--- src/tvp_pkg.sv ---
// ----------------------------------------------------------------------------
// tvp_pkg
// Types and constants of the trapezoidal velocity profile generator.
// ----------------------------------------------------------------------------
`default_nettype none

package tvp_pkg;

  localparam int unsigned MaxSegments = 64;
  localparam int unsigned FracBits    = 16;
  localparam int unsigned NumAxes     = 6;
  localparam int unsigned DataW       = 32;

  localparam int unsigned CntW        = $clog2(MaxSegments + 1);
  localparam int unsigned ProdW       = DataW + $clog2(MaxSegments);
  localparam int unsigned RampShift   = FracBits + 4;
  localparam int unsigned CruiseShift = FracBits + 2;
  localparam int unsigned DvdW        = ProdW + RampShift;
  localparam int unsigned DenW        = DataW + $clog2(MaxSegments) + 2;
  localparam int unsigned RemW        = DenW + 1;
  localparam int unsigned StepW       = $clog2(DvdW);

  localparam logic [DataW-1:0] SatPos = {1'b0, {(DataW-1){1'b1}}};
  localparam logic [DataW-1:0] SatNeg = {1'b1, {(DataW-1){1'b0}}};

  typedef struct packed {
    logic signed [31:0] disp_x;
    logic signed [31:0] disp_y;
    logic signed [31:0] disp_z;
    logic signed [31:0] rot_x;
    logic signed [31:0] rot_y;
    logic signed [31:0] rot_z;
    logic        [6:0]  seg_count;
    logic        [31:0] total_duration;
  } req_t;

  typedef struct packed {
    logic        [5:0]  seg_index;
    logic        [31:0] seg_duration;
    logic signed [31:0] vel_x;
    logic signed [31:0] vel_y;
    logic signed [31:0] vel_z;
    logic signed [31:0] omega_x;
    logic signed [31:0] omega_y;
    logic signed [31:0] omega_z;
    logic               last_seg;
  } rsp_t;

  typedef struct packed {
    logic capture;
    logic mul_en;
    logic ramp;
    logic load;
    logic step;
    logic zero;
  } axis_ctrl_t;

  typedef struct packed {
    logic [DataW-1:0] quo;
    logic             ovf;
  } div_res_t;

endpackage

`default_nettype wire

--- src/tvp_serdiv.sv ---
// ----------------------------------------------------------------------------
// tvp_serdiv
// Bit-serial restoring divider: one quotient bit per cycle while step_i is high, MSB first,
// with a sticky flag for quotients that do not fit the result width.
// ----------------------------------------------------------------------------
`default_nettype none

module tvp_serdiv (
  input  wire logic                       clk_i,
  input  wire logic                       load_i,
  input  wire logic                       step_i,
  input  wire logic [tvp_pkg::DvdW-1:0]   dividend_i,
  input  wire logic [tvp_pkg::DenW-1:0]   divisor_i,
  output tvp_pkg::div_res_t               res_o
);

  logic [tvp_pkg::DvdW-1:0]  dvd_q;
  logic [tvp_pkg::DenW-1:0]  rem_q, rem_d;
  logic [tvp_pkg::DataW-1:0] quo_q;
  logic                      ovf_q;
  logic [tvp_pkg::RemW-1:0]  rem_sh;
  logic [tvp_pkg::RemW:0]    diff;
  logic                      ge;

  always_comb begin
    rem_sh = {rem_q, dvd_q[tvp_pkg::DvdW-1]};
    diff   = {1'b0, rem_sh} - {2'b00, divisor_i};
    ge     = ~diff[tvp_pkg::RemW];
    rem_d  = ge ? diff[tvp_pkg::DenW-1:0] : rem_sh[tvp_pkg::DenW-1:0];
  end

  always_ff @(posedge clk_i) begin
    if (load_i) begin
      dvd_q <= dividend_i;
      rem_q <= '0;
      quo_q <= '0;
      ovf_q <= 1'b0;
    end else if (step_i) begin
      dvd_q <= {dvd_q[tvp_pkg::DvdW-2:0], 1'b0};
      rem_q <= rem_d;
      quo_q <= {quo_q[tvp_pkg::DataW-2:0], ge};
      ovf_q <= ovf_q | quo_q[tvp_pkg::DataW-1];
    end
  end

  assign res_o.quo = quo_q;
  assign res_o.ovf = ovf_q;

endmodule

`default_nettype wire

--- config.mk ---
export PLATFORM = sky130hd
export DESIGN_NAME = tvp_serdiv
export DESIGN_NICKNAME = d
export VERILOG_FILES = /design/src/tvp_pkg.sv /design/src/tvp_serdiv.sv
export SDC_FILE = /design/constraint.sdc
export NUM_CORES = 1
export LEC_CHECK = 0
export BUFFER_PORTS_ARGS = -buffer_cell sky130_fd_sc_hd__buf_2
export CORE_AREA = 2 2 125 127
export CTS_BUF_LIST = sky130_fd_sc_hd__clkbuf_16
export DETAILED_ROUTE_END_ITERATION = 6
export DIE_AREA = 0 0 127 129
export PLACE_DENSITY_LB_ADDON = 0.2
export SETUP_SLACK_MARGIN = 0.1
export SYNTH_ARGS = -nofsm -noshare
export SYNTH_HDL_FRONTEND = slang
export SYNTH_SLANG_ARGS = --single-unit
--- constraint.sdc ---
create_clock -name clk_i -period 7.4 [get_ports clk_i]
set_input_delay 0.74 -clock clk_i [delete_from_list [all_inputs] [get_ports clk_i]]
set_output_delay 0.74 -clock clk_i [all_outputs]
set_load 0.01 [all_outputs]
* Word level (Yosys, flattened, before mapping)
Index checks and enable logic that the tools add are counted.
Cells by class: reductions and logical operators 1, bitwise operators 2, add/sub/neg operators 1, mux-type cells 3
Operators by type and width (number):
- 2-to-1 mux 58 bit | 2
- subtractor 41 x 40 -> 42 bit | 1
- 2-to-1 mux 40 bit | 1
- nonzero test 2 bit | 1
- NOT 1 bit | 1
- bitwise OR 1 bit | 1
Word-level totals: input bits 101, word-level logic and storage cells 11, register bits after elaboration 131

* Logic depth before layout (Yosys ltp)
word-level depth 2, mapped depth 13, gate-level depth less buffers 12

* Worst setup path before layout
Ideal clock, no wire load.
kind input-to-reg, from input port divisor_i[0] (netlist bit), to register rem_q[34] (netlist bit), buffers on the path 0, data arrival time 3.275 ns, stages on the path 11, library setup time 0.088 ns, setup slack 4.037 ns, required time 7.312 ns, cell sequence ha_1 fa_1 and2b_1 o2111ai_1 a211oi_2 o2111ai_1 and3_1 o21ai_0 a311o_1 nand3_1 a311oi_2
On the way: longest elaborated chain between the ends 2
RTL lines:
- start, declared | RTL line tvp_serdiv.sv:13 | input wire logic [tvp_pkg::DenW-1:0] divisor_i,
- subtractor 41 x 40 -> 42 bit | RTL line tvp_serdiv.sv:27 | diff = {1'b0, rem_sh} - {2'b00, divisor_i};
- 2-to-1 mux 40 bit | RTL line tvp_serdiv.sv:29 | rem_d = ge ? diff[tvp_pkg::DenW-1:0] : rem_sh[tvp_pkg::DenW-1:0];
- end signal, assigned | RTL line tvp_serdiv.sv:40 | rem_q <= rem_d;
- end, declared | RTL line tvp_serdiv.sv:18 | logic [tvp_pkg::DenW-1:0] rem_q, rem_d;
No other way between the ends. A chain may end at the register's enable or synchronous reset.

* Worst setup path after layout
from input port divisor_i[0] (netlist bit), to register rem_q[36] (netlist bit)
The elaborated chain is that of the path after synthesis.

==> metrics <==
status completed; crit end category register; post-cts resize count 0; CTS tree built; crit path kind input pin to register; Cell Count Post-Placement 1079; Leak 4.00 nW; cell row count 45; pwr/cell area 226 nW/um2; share of cells above drive strength 1 0.269; Routed Antenna Nets 0; largest net degree at the start of global routing 74; Die X 127 um; clock-pin slew on the worst setup and hold paths 0.06 ns; crit start category input pin; Clock Path Buffers 2; post-synth top area cell edfxtp_1; Layout Skew 0.00910 ns; Fmax 0.273 GHz; Starting Density 0.519; Total GRT Usage 0.208; HPWL Detailed 11500 um; routed wire length 16600 um; min cycle time layout 3.67 ns; postcts setup bufs 0; worst-path fanout max 5; Hold Buf Count CTS 0; Area contributors post-synth edfxtp_1 22%, dfxtp_1 19%, mux2_2 8.3%, ha_1 6.4%, mux2i_1 4.8%; IO Port Bufs 133; first-pass GRT wire length 27700 um; Starting DRT DRC Count 370; cell count after synthesis 800; Synth warnings 0; H-tree depth reported by CTS 4; routability congestion estimate from global placement 0.847; Max-cap violations 0; syn nets 942; final hold viol count 0; via count 6181; antenna fix cells 0; net count reported at finish 1052; Slew headroom 0.348; RSZ-0062 raised after global routing false; Main synth FF type dfxtp_1; CP required 7.76 ns; Avg Cell Area, Syn 9.72 um2; Yosys top cell area share 0.224; P&R area growth vs syn 17.0%; fraction of registers with async set/reset 0; area of the die 16400 um2; Pins Over Slew Limit 0; most numerous cell in the Yosys netlist nand2_1; Distinct cells, synth 71; initial antenna violation count 0; Final setup viols 0; Final Total Pwr 2.06 mW; core area 15000 um2; final period utilization 0.496; R2R setup slack 3.75 ns; Post-synth top cells 82 x nand2_1, 80 x nor2_1, 73 x dfxtp_1; Remaining Overflow, GRT 0; Seq cells post-synth 131; drc violations 0; final cell count without fillers 1111; EDFF count, synth 58; clock root buffer clkbuf_16; synthesized area 7780 um2; worst skew pair latency 0.42 ns; CP arrival 4.03 ns; VDD IR-drop max 165 uV; post-DR wirelength/cell 14.9 um; Die H 129 um; CTS Sinks 131; sequential area share after synthesis 0.412; Worst Max-Slew Pin Slew 0.970 ns; vias in the first global route 5866; setup TNS 0 ns; boundary pin count 134; CTS Buf Count 17; worst hold margin 0.488 ns; routed vias/inst 5.56; router iterations before antenna repair 5; Hold Path Class register to register
## cells in the final DEF, fill, tap and decap left out, drive strengths merged, types with 5 or more instances in the layout
| master | synthesis | routed |
|---|---|---|
| clkbuf | 25 | 17 |
| o21a | 6 | 6 |
| o31ai | 5 | 5 |
| or3 | 5 | 5 |
| a21o | 19 | 19 |
| nand3 | 11 | 11 |
| o2111ai | 7 | 7 |
| xnor2 | 21 | 21 |
| inv | 53 | 60 |
| xor2 | 9 | 9 |
| nand4 | 7 | 7 |
| a211oi | 9 | 9 |
| nand2b | 5 | 5 |
| a41oi | 5 | 5 |
| nor3 | 6 | 6 |
| dfxtp | 73 | 73 |
| a21oi | 43 | 43 |
| o21bai | 6 | 6 |
| and3 | 6 | 6 |
| a311oi | 27 | 27 |
| buf | 20 | 136 |
| and2 | 5 | 5 |
| edfxtp | 58 | 58 |
| ha | 40 | 40 |
| mux2 | 57 | 57 |
| nor2 | 81 | 81 |
| nand2 | 83 | 83 |
| mux2i | 37 | 37 |
| o21ai | 25 | 25 |
## cell type report
cell class              count  area [um2]
fillers                  1323        5870
well taps                 188         235
flip-flops and latches    131        3200
clock buffers              17         425
clock inverters            15         171
repair buffers            136         693
inverters                  53         199
multi-input cells         571        4180
## critical path: stages
cell       delay, ns
buf_2           0.11
ha_1            0.22
fa_1            0.41
and2b_1         0.24
o2111ai_1       0.17
a211oi_2        0.40
o2111ai_1       0.16
and3_1          0.23
o21ai_0         0.64
a21oi_1         0.19
o311ai_0        0.35
a21o_1          0.17
## metrics by stage
| stage | utilization | area (um2) | worst slack (ns) |
|---|---|---|---|
| floorplan | - | 7780 | 4.04 |
| global placement | 0.568 | 8510 | 3.51 |
| detailed placement | 0.568 | 8510 | 3.44 |
| CTS | 0.608 | 9100 | 3.83 |
| global route | 0.608 | 9100 | 3.46 |
| finish | 0.608 | 9100 | 3.73 |
## path summary, 6_finish.rpt
path               endpoint  cells after the start    startpoint
setup / recovery  rem_q[36]                     12  divisor_i[0]
hold / removal        ovf_q                      2         ovf_q
setup reg to reg  rem_q[36]                     12     dvd_q[57]
hold reg to reg       ovf_q                      2         ovf_q
## registers in the layout, indices dropped and copies added, names as in the netlist
name and count:
dvd_q 58, ovf_q 1, quo_q 32, rem_q 40
## per-layer routing
metal	track usage	vias to the layer above	part of all wire
met4	0.0621	0	0.014
met2	0.326	168	0.45
met1	0.282	2859	0.47
li1	-	3137	-
met5	0	-	0
met3	0.0595	17	0.061
## cell families (layout without fill, tap and decap cells)
| kind of cell | count (synthesis) | in the layout | share of synthesized area |
|---|---|---|---|
| flops | 131 | 131 | 0.412 |
| mux | 94 | 94 | 0.130 |
| compound gates | 183 | 183 | 0.178 |
| simple gates | 223 | 223 | 0.128 |
| buf+inv | 98 | 221 | 0.0523 |
| fa+ha+maj | 41 | 41 | 0.0669 |
| xor+xnor | 30 | 30 | 0.0338 |
## report_power, final
group	leakage [nW]	total, mW	switching [mW]	internal (mW)
Combinational	2.53	0.369	0.206	0.163
Sequential	1.19	0.839	0.0236	0.815
Clock	0.280	0.848	0.343	0.506
Total	4.00	2.06	0.573	1.48
(Power assumes the default switching activity.)
