<file path="src/tvp_pkg.sv">
// ----------------------------------------------------------------------------
// tvp_pkg
// Types and constants of the trapezoidal velocity profile generator.
// ----------------------------------------------------------------------------
`default_nettype none

package tvp_pkg;

  localparam int unsigned MaxSegments = 64;
  localparam int unsigned FracBits    = 16;
  localparam int unsigned NumAxes     = 6;
  localparam int unsigned DataW       = 32;

  localparam int unsigned CntW        = $clog2(MaxSegments + 1);
  localparam int unsigned ProdW       = DataW + $clog2(MaxSegments);
  localparam int unsigned RampShift   = FracBits + 4;
  localparam int unsigned CruiseShift = FracBits + 2;
  localparam int unsigned DvdW        = ProdW + RampShift;
  localparam int unsigned DenW        = DataW + $clog2(MaxSegments) + 2;
  localparam int unsigned RemW        = DenW + 1;
  localparam int unsigned StepW       = $clog2(DvdW);

  localparam logic [DataW-1:0] SatPos = {1'b0, {(DataW-1){1'b1}}};
  localparam logic [DataW-1:0] SatNeg = {1'b1, {(DataW-1){1'b0}}};

  typedef struct packed {
    logic signed [31:0] disp_x;
    logic signed [31:0] disp_y;
    logic signed [31:0] disp_z;
    logic signed [31:0] rot_x;
    logic signed [31:0] rot_y;
    logic signed [31:0] rot_z;
    logic        [6:0]  seg_count;
    logic        [31:0] total_duration;
  } req_t;

  typedef struct packed {
    logic        [5:0]  seg_index;
    logic        [31:0] seg_duration;
    logic signed [31:0] vel_x;
    logic signed [31:0] vel_y;
    logic signed [31:0] vel_z;
    logic signed [31:0] omega_x;
    logic signed [31:0] omega_y;
    logic signed [31:0] omega_z;
    logic               last_seg;
  } rsp_t;

  typedef struct packed {
    logic capture;
    logic mul_en;
    logic ramp;
    logic load;
    logic step;
    logic zero;
  } axis_ctrl_t;

  typedef struct packed {
    logic [DataW-1:0] quo;
    logic             ovf;
  } div_res_t;

endpackage

`default_nettype wire

</file>
<file path="src/tvp_serdiv.sv">
// ----------------------------------------------------------------------------
// tvp_serdiv
// Bit-serial restoring divider: one quotient bit per cycle while step_i is high, MSB first,
// with a sticky flag for quotients that do not fit the result width.
// ----------------------------------------------------------------------------
`default_nettype none

module tvp_serdiv (
  input  wire logic                       clk_i,
  input  wire logic                       load_i,
  input  wire logic                       step_i,
  input  wire logic [tvp_pkg::DvdW-1:0]   dividend_i,
  input  wire logic [tvp_pkg::DenW-1:0]   divisor_i,
  output tvp_pkg::div_res_t               res_o
);

  logic [tvp_pkg::DvdW-1:0]  dvd_q;
  logic [tvp_pkg::DenW-1:0]  rem_q, rem_d;
  logic [tvp_pkg::DataW-1:0] quo_q;
  logic                      ovf_q;
  logic [tvp_pkg::RemW-1:0]  rem_sh;
  logic [tvp_pkg::RemW:0]    diff;
  logic                      ge;

  always_comb begin
    rem_sh = {rem_q, dvd_q[tvp_pkg::DvdW-1]};
    diff   = {1'b0, rem_sh} - {2'b00, divisor_i};
    ge     = ~diff[tvp_pkg::RemW];
    rem_d  = ge ? diff[tvp_pkg::DenW-1:0] : rem_sh[tvp_pkg::DenW-1:0];
  end

  always_ff @(posedge clk_i) begin
    if (load_i) begin
      dvd_q <= dividend_i;
      rem_q <= '0;
      quo_q <= '0;
      ovf_q <= 1'b0;
    end else if (step_i) begin
      dvd_q <= {dvd_q[tvp_pkg::DvdW-2:0], 1'b0};
      rem_q <= rem_d;
      quo_q <= {quo_q[tvp_pkg::DataW-2:0], ge};
      ovf_q <= ovf_q | quo_q[tvp_pkg::DataW-1];
    end
  end

  assign res_o.quo = quo_q;
  assign res_o.ovf = ovf_q;

endmodule

`default_nettype wire

</file>
<file path="src/tvp_axis.sv">
// ----------------------------------------------------------------------------
// tvp_axis
// One velocity lane: holds the displacement magnitude and sign, forms the
// scaled numerator, divides it serially and saturates the signed result.
// ----------------------------------------------------------------------------
`default_nettype none

module tvp_axis (
  input  wire logic                       clk_i,
  input  wire tvp_pkg::axis_ctrl_t        ctrl_i,
  input  wire logic [tvp_pkg::DataW-1:0]  disp_i,
  input  wire logic [tvp_pkg::CntW-1:0]   k_i,
  input  wire logic [tvp_pkg::DenW-1:0]   den_i,
  output logic      [tvp_pkg::DataW-1:0]  vel_o
);

  logic                      neg_q;
  logic [tvp_pkg::DataW-1:0] mag_q;
  logic [tvp_pkg::ProdW-1:0] prod_q;
  logic [tvp_pkg::DvdW-1:0]  dividend;
  tvp_pkg::div_res_t         res;
  logic                      big;

  always_ff @(posedge clk_i) begin
    if (ctrl_i.capture) begin
      neg_q <= disp_i[tvp_pkg::DataW-1];
      mag_q <= disp_i[tvp_pkg::DataW-1] ? (tvp_pkg::DataW'(0) - disp_i) : disp_i;
    end
    if (ctrl_i.mul_en) begin
      prod_q <= tvp_pkg::ProdW'(mag_q) * tvp_pkg::ProdW'(k_i);
    end
  end

  always_comb begin
    if (ctrl_i.ramp) begin
      dividend = tvp_pkg::DvdW'({prod_q, {tvp_pkg::RampShift{1'b0}}});
    end else begin
      dividend = tvp_pkg::DvdW'({prod_q, {tvp_pkg::CruiseShift{1'b0}}});
    end
  end

  tvp_serdiv u_div (
    .clk_i      (clk_i),
    .load_i     (ctrl_i.load),
    .step_i     (ctrl_i.step),
    .dividend_i (dividend),
    .divisor_i  (den_i),
    .res_o      (res)
  );

  always_comb begin
    big = res.ovf | (neg_q ? (res.quo > tvp_pkg::SatNeg) : (res.quo > tvp_pkg::SatPos));
    if (ctrl_i.zero) begin
      vel_o = '0;
    end else if (big) begin
      vel_o = neg_q ? tvp_pkg::SatNeg : tvp_pkg::SatPos;
    end else begin
      vel_o = neg_q ? (tvp_pkg::DataW'(0) - res.quo) : res.quo;
    end
  end

endmodule

`default_nettype wire

</file>
<file path="config.mk">
export PLATFORM = sky130hd
export DESIGN_NAME = tvp_axis
export DESIGN_NICKNAME = d
export VERILOG_FILES = /design/src/tvp_pkg.sv /design/src/tvp_serdiv.sv /design/src/tvp_axis.sv
export SDC_FILE = /design/constraint.sdc
export NUM_CORES = 1
export LEC_CHECK = 0
export ABC_CLOCK_PERIOD_IN_PS = 5900
export BUFFER_PORTS_ARGS = -buffer_cell sky130_fd_sc_hd__buf_2
export CORE_ASPECT_RATIO = 1.25
export CORE_MARGIN = 10
export CORE_UTILIZATION = 50
export DETAILED_ROUTE_END_ITERATION = 10
export PLACE_DENSITY = 0.68
export SKIP_LAST_GASP = 1
export SYNTH_ARGS = -nofsm -noshare
export SYNTH_HDL_FRONTEND = slang
export SYNTH_HIERARCHICAL = 1
export SYNTH_SLANG_ARGS = --single-unit
</file>
<file path="constraint.sdc">
create_clock -name clk_i -period 5.9 [get_ports clk_i]
set_clock_uncertainty 0.05 [all_clocks]
set_input_delay 0.59 -clock clk_i [delete_from_list [all_inputs] [get_ports clk_i]]
set_output_delay 0.59 -clock clk_i [all_outputs]
set_load 0.02 [all_outputs]
</file>
---- Yosys cells after proc, flatten, opt, wreduce, memory -nomap -nowiden ----
Cells that the tools add are included.
word-level totals
  flip-flop bits (word level) ............. 202
  input bits .............................. 86
cells by class
  $add $sub $neg .......................... 3
  multiply operators ...................... 1
  $lt $le $gt $ge ......................... 2
  mux-type cells .......................... 10
  bitwise logic cells ..................... 3
  reduce and logical (&&, ||, !) cells .... 1
operators by type and width
  operator               number
  $mux 58                3
  $mux 32                4
  $sub 1x32->32 const A  2
  $sub 41x40->42         1
  $mux 40                1
  $mul 32x7->38          1
  $gt 32x31->1 const B   1
  $gt 32x32->1 const B   1
  $mux 31                1
  $or 1x1->1             2
  $reduce_bool 2->1      1
  $mux 1                 1
  $not 1->1              1

---- Depth between registers and ports, before layout ----
  depth in word-level cells ............... 5
  depth in mapped cells ................... 19
  depth with buffers taken out ............ 17

---- By module ----
The synthesis kept the hierarchy.
by module, submodules not included
  module      instances  cells an instance  area an instance (µm²)
  tvp_axis    1          1275               11511.0
  tvp_serdiv  1          800                7780.0

---- Worst setup path after synthesis ----
No wires, ideal clock.
  kind .................................... input to register
  from .................................... input k_i[6] (netlist bit)
  to ...................................... register prod_q[35] (netlist bit), data pin
  library setup time ...................... 263 ps
  arrival time ............................ 5002 ps
  path slack .............................. 585 ps
  stages .................................. 17
  buffers on the path ..................... 2
  cells stage by stage .................... clkbuf_1 > and2_1 > fa_1 > fa_1 > fa_1 > inv_1 > fa_1 > inv_1 > ha_1 > clkbuf_1 > and4_1 > nand4_1 > a2111oi_0 > o21ai_0 > a211oi_1 > nor3_1 > nand3b_1
on the way
  longest elaborated chain between the ends .. 1
ends and longest elaborated chain
  element               line            RTL
  start, declared       tvp_axis.sv:12  input wire logic [tvp_pkg::CntW-1:0] k_i,
  $mul 32x7->38         tvp_axis.sv:30  prod_q <= tvp_pkg::ProdW'(mag_q) * tvp_pkg::ProdW'(k_i);
  end signal, assigned  tvp_axis.sv:30
  end, declared         tvp_axis.sv:19  logic [tvp_pkg::ProdW-1:0] prod_q;
Every way passes these cells.
A chain may end at the register's enable or synchronous reset.

---- Worst setup path in the final report ----
  from .................................... register mag_q[14] (netlist bit)
  to ...................................... register prod_q[35] (netlist bit), data pin
on the way
  longest elaborated chain between the ends .. 1
ends and longest elaborated chain
  element                 line            RTL
  start, declared         tvp_axis.sv:18  logic [tvp_pkg::DataW-1:0] mag_q;
  start signal, assigned  tvp_axis.sv:27  mag_q <= disp_i[tvp_pkg::DataW-1] ? (tvp_pkg::DataW'(0) - disp_i) : disp_i;
  $mul 32x7->38           tvp_axis.sv:30
Every way passes these cells.

==> results.txt <==
- The run finished with clean final reports.
* Shortest period the worst path allows: 5460 ps
- The startpoint identified for the worst register-to-register timing path is mag_q[14].
- STA classifies the critical path startpoint as a flop.
- After clock tree synthesis, the clock-pin slew on the worst setup and hold paths is approximately 60 ps.
- Area fraction of the dominant cell type after synthesis: 0.201
- The tree is rooted in a sky130_fd_sc_hd__clkbuf_16.
- Synth-to-Final Area Change: 9.42%
- Worst-case hold path end point: mag_q[0]
* Most common flop cell mapped by yosys: sky130_fd_sc_hd__edfxtp_1
- For this run, global-route usage on met3 was measured as 0.0242.
* Placeable core area: 38100 sq um
- The total overflow left after global routing is 0.
- Number of cells on the worst hold path: 1
- The endpoint identified for the worst register-to-register timing path is prod_q[35].
- Die width: 196 microns
- Count of final max-slew check failures: 0
- CTS hold repair buffers: 0
* Sum Neg Setup Slack: 0 ps
* Sequential cell fraction of total power: 0.251
- Power spread over the standard cell area amounts to 418 nW/um^2.
- The worst hold path begins at disp_i[0].
- Peak clock frequency supported by timing: 0.183 GHz
* Slew headroom: 0.307
- VDD IR max: 0.000238 V
- Cell count of the worst reg-to-reg path: 15
- For this design the top-level I/O count stands at 118.
* Placed cell count: approximately 2600
- The die covers 46900 sq um.
* CP Capture Type: flop
- CP cell instances: and2_1 -> fa_1 -> fa_1 -> fa_1 -> inv_1 -> fa_1 -> inv_1 -> ha_1 -> and2_1 -> nand4_1 -> a2111oi_0 -> o21ai_0 -> a211oi_1 -> nor3_1 -> nand3b_1
* Routability cong.: 0.920
- In the post-synthesis netlist, the cell with the most instances is sky130_fd_sc_hd__nand2_1.
* Hpwl dp: 32300 microns
- Switching power: 3640 uW
- Global-route wire length before repair: 74100 microns
* Final antenna-violating net count: 0
- At the worst endpoint, the required time is 6120 ps.
- Met2 Resource Use GR: 0.323
- EDFF count, synth: 129
- Number of fillers in the final layout: 3496
- Number of antenna violations at the first check in global routing: 0
* Diode insertion count for antenna repair: 0
- Register area share after synthesis: 0.277
- After synthesis, the netlist uses 88 different library cells.
- In this run the most used layer during global routing was met2.
- Most frequent cells after synthesis: 207 x sky130_fd_sc_hd__nand2_1, 203 x sky130_fd_sc_hd__inv_1, 177 x sky130_fd_sc_hd__and2_1, 150 x sky130_fd_sc_hd__nor2_1, 149 x sky130_fd_sc_hd__fa_1
- Of the cells placed in the final design, the portion with a size suffix greater than 1 is 0.143.
- Unrepaired setup endpoints after global routing: false
- For the worst setup path, the data arrival time is 5680 ps.
- Met1 track demand over resource in global routing: 0.228
* Maximum fanout along the worst path: 7
- For this run, design rule violations remaining after detail routing come to 0.
- Of the total power, the share spent switching nets is 0.412.
- Of the total power, combinational logic draws 0.580.
* Number of synthesis warnings: 6
- At the pin with the least slew margin, the transition time is 1030 ps.
- The average instance in the mapped netlist occupies about 9.3 sq um.
* Number of global-route vias before repair: 15273
- Number of setup buffers added after CTS: 0
* Initial Util: 0.506
- Entering global routing, the biggest net connects 77 pins.
- Total via count after detailed routing: ~15000
* Max H-tree Level: 1
* Top cell type by total area after synthesis: sky130_fd_sc_hd__edfxtp_1
- Leakage dissipation: between 0.009 and 0.01 uW
- In this run the worst hold path is classified as in2reg.
- After technology mapping, the gate count stands at 2075.
* Critical Setup Path Class: reg2reg
* Async set or reset register ratio after synthesis: 0
- Cell at the slowest stage of the critical path: sky130_fd_sc_hd__fa_1
* Largest stage delay, worst path: about 550 ps
- Final cell count without fillers: about 2700
- Finish-stage setup viols: 0
- In the routed layout, each cell is associated on average with a via count of 5.59.
* Number of storage elements in the synthesis netlist: 202
- Post-cts repair resize count: 0
- Port Buf Inserts: roughly 120
- Tcrit/Tclk final: 0.926
- Top area cells in the synthesized netlist: sky130_fd_sc_hd__edfxtp_1 20%, sky130_fd_sc_hd__fa_1 15%, sky130_fd_sc_hd__dfxtp_1 7.6%
- CTS Sinks: 202
- Average wire per standard cell: between 15 and 20 microns
- Clock tree from TritonCTS: yes
* Number of iterations in the first detailed-routing pass: 5
- In this run the vertical extent of the chip is 240 microns.
- GRT Util Overall: 0.182
- Minimum setup slack among reg-to-reg paths: 440 ps
- Violation count after the first detailed-route iteration: 685
* Most used cell along the critical path: sky130_fd_sc_hd__fa_1
- Across the run, the number of max-cap violations was 0.
- Number of cell rows: 80
- Of the total power, the clock network draws 0.169.
* Skew-Pair Late Insertion Delay: 530 ps
- Counting the buffers created by CTS gives 24.
- Clk buf depth: 3
* Internal power: 5190 uW
* Count of nets after finishing: 2489
- The count of final hold-check violations is 0.
- Area of the mapped netlist: 19300 sq um
- Wires add up to 43000 microns.
-- logic make-up (layout without fill, tap and decap cells) --
group                    after synthesis  count (layout)  synth area share
other                                  1              18          0.000194
XOR/XNOR                              95              95            0.0431
adder cells (fa/ha/maj)              246             246             0.218
buffers and inverters                304             387            0.0614
flip-flops                           202             202             0.277
AND/OR/NAND/NOR                      690             690             0.180
AO/OA/AOI/OAI                        403             403             0.146
multiplexers                         134             134            0.0756
-- state kept, by name, indices dropped and copies added, names as in the netlist --
| register | count |
|---|---|
| mag_q | 32 |
| prod_q | 38 |
| u_div/ovf_q | 1 |
| u_div/dvd_q | 58 |
| neg_q | 1 |
| u_div/rem_q | 40 |
| u_div/quo_q | 32 |
-- cell type report --
type,count,area [sq um],share of cell area
multi-input combinational,1586,12800,0.608
sequential,202,5340,0.253
timing repair buffer,140,763,0.0362
inverter,203,762,0.0361
clock buffer,30,644,0.0305
tap,492,616,0.0292
clock inverter,14,149,0.00705
-- metal layers --
metal | up-vias | routed length, microns
met3 | 49 | 1760
met4 | 0 | 809
met2 | 308 | 21500
met1 | 7232 | 18900
li1 | 7310 | -
met5 | - | 0
-- how the worst max path moves through the flow --
stage | from | endpoint | slack [ps] | depth (start not counted)
floorplan | k_i[6] | prod_q[35] | 580 | 17
global placement | k_i[4] | prod_q[35] | 150 | 17
detailed placement | k_i[4] | prod_q[35] | 40 | 16
CTS | mag_q[4] | prod_q[35] | 500 | 16
global route | mag_q[14] | prod_q[35] | 70 | 16
finish | mag_q[14] | prod_q[35] | 440 | 15
-- critical path: cells and delay by family, from the launching register on --
family / cells / cell delay, ps
adder cells (fa/ha/maj): 5 / 2460
AO/OA/AOI/OAI: 3 / 1140
AND/OR/NAND/NOR: 5 / 950
flip-flops: 1 / 490
buffers and inverters: 2 / 90
-- power by group through the flow --
| stage | combinational [uW] | clock (uW) | sequential, uW |
|---|---|---|---|
| floorplan | 3940 | 0 | 2170 |
| CTS | 5120 | 1540 | 2220 |
| global route | 5860 | 1590 | 2250 |
| detailed placement | 5090 | 0 | 2240 |
| global placement | 4990 | 0 | 2240 |
| finish | 5120 | 1490 | 2220 |
-- cells in the final DEF, fill, tap and decap left out, drive strengths merged, types with 35 or more instances in the layout --
cell / instances
nand2: 209
inv: 203
and2: 177
nor2: 151
fa: 149
buf: 140
edfxtp: 129
a21oi: 101
ha: 97
mux2: 94
dfxtp: 73
xnor2: 67
o21ai: 59
a21o: 49
mux2i: 40
a211oi: 35
-- stage by stage --
stage | setup slack (ps) | util | hold slack [ps] | total power (uW) | area, sq um
2_1_floorplan | 585 | - | 388 | 6110 | 19400
3_3_place_gp | 150 | 0.533 | 429 | 7230 | 20300
3_5_place_dp | 41.4 | 0.533 | 442 | 7340 | 20300
4_1_cts | 495 | 0.554 | 174 | 8880 | 21100
5_1_grt | 70.0 | 0.554 | 195 | 9700 | 21100
6_report | 437 | 0.554 | 201 | 8830 | 21100
No activity file was read; power rests on OpenSTA's default activity.
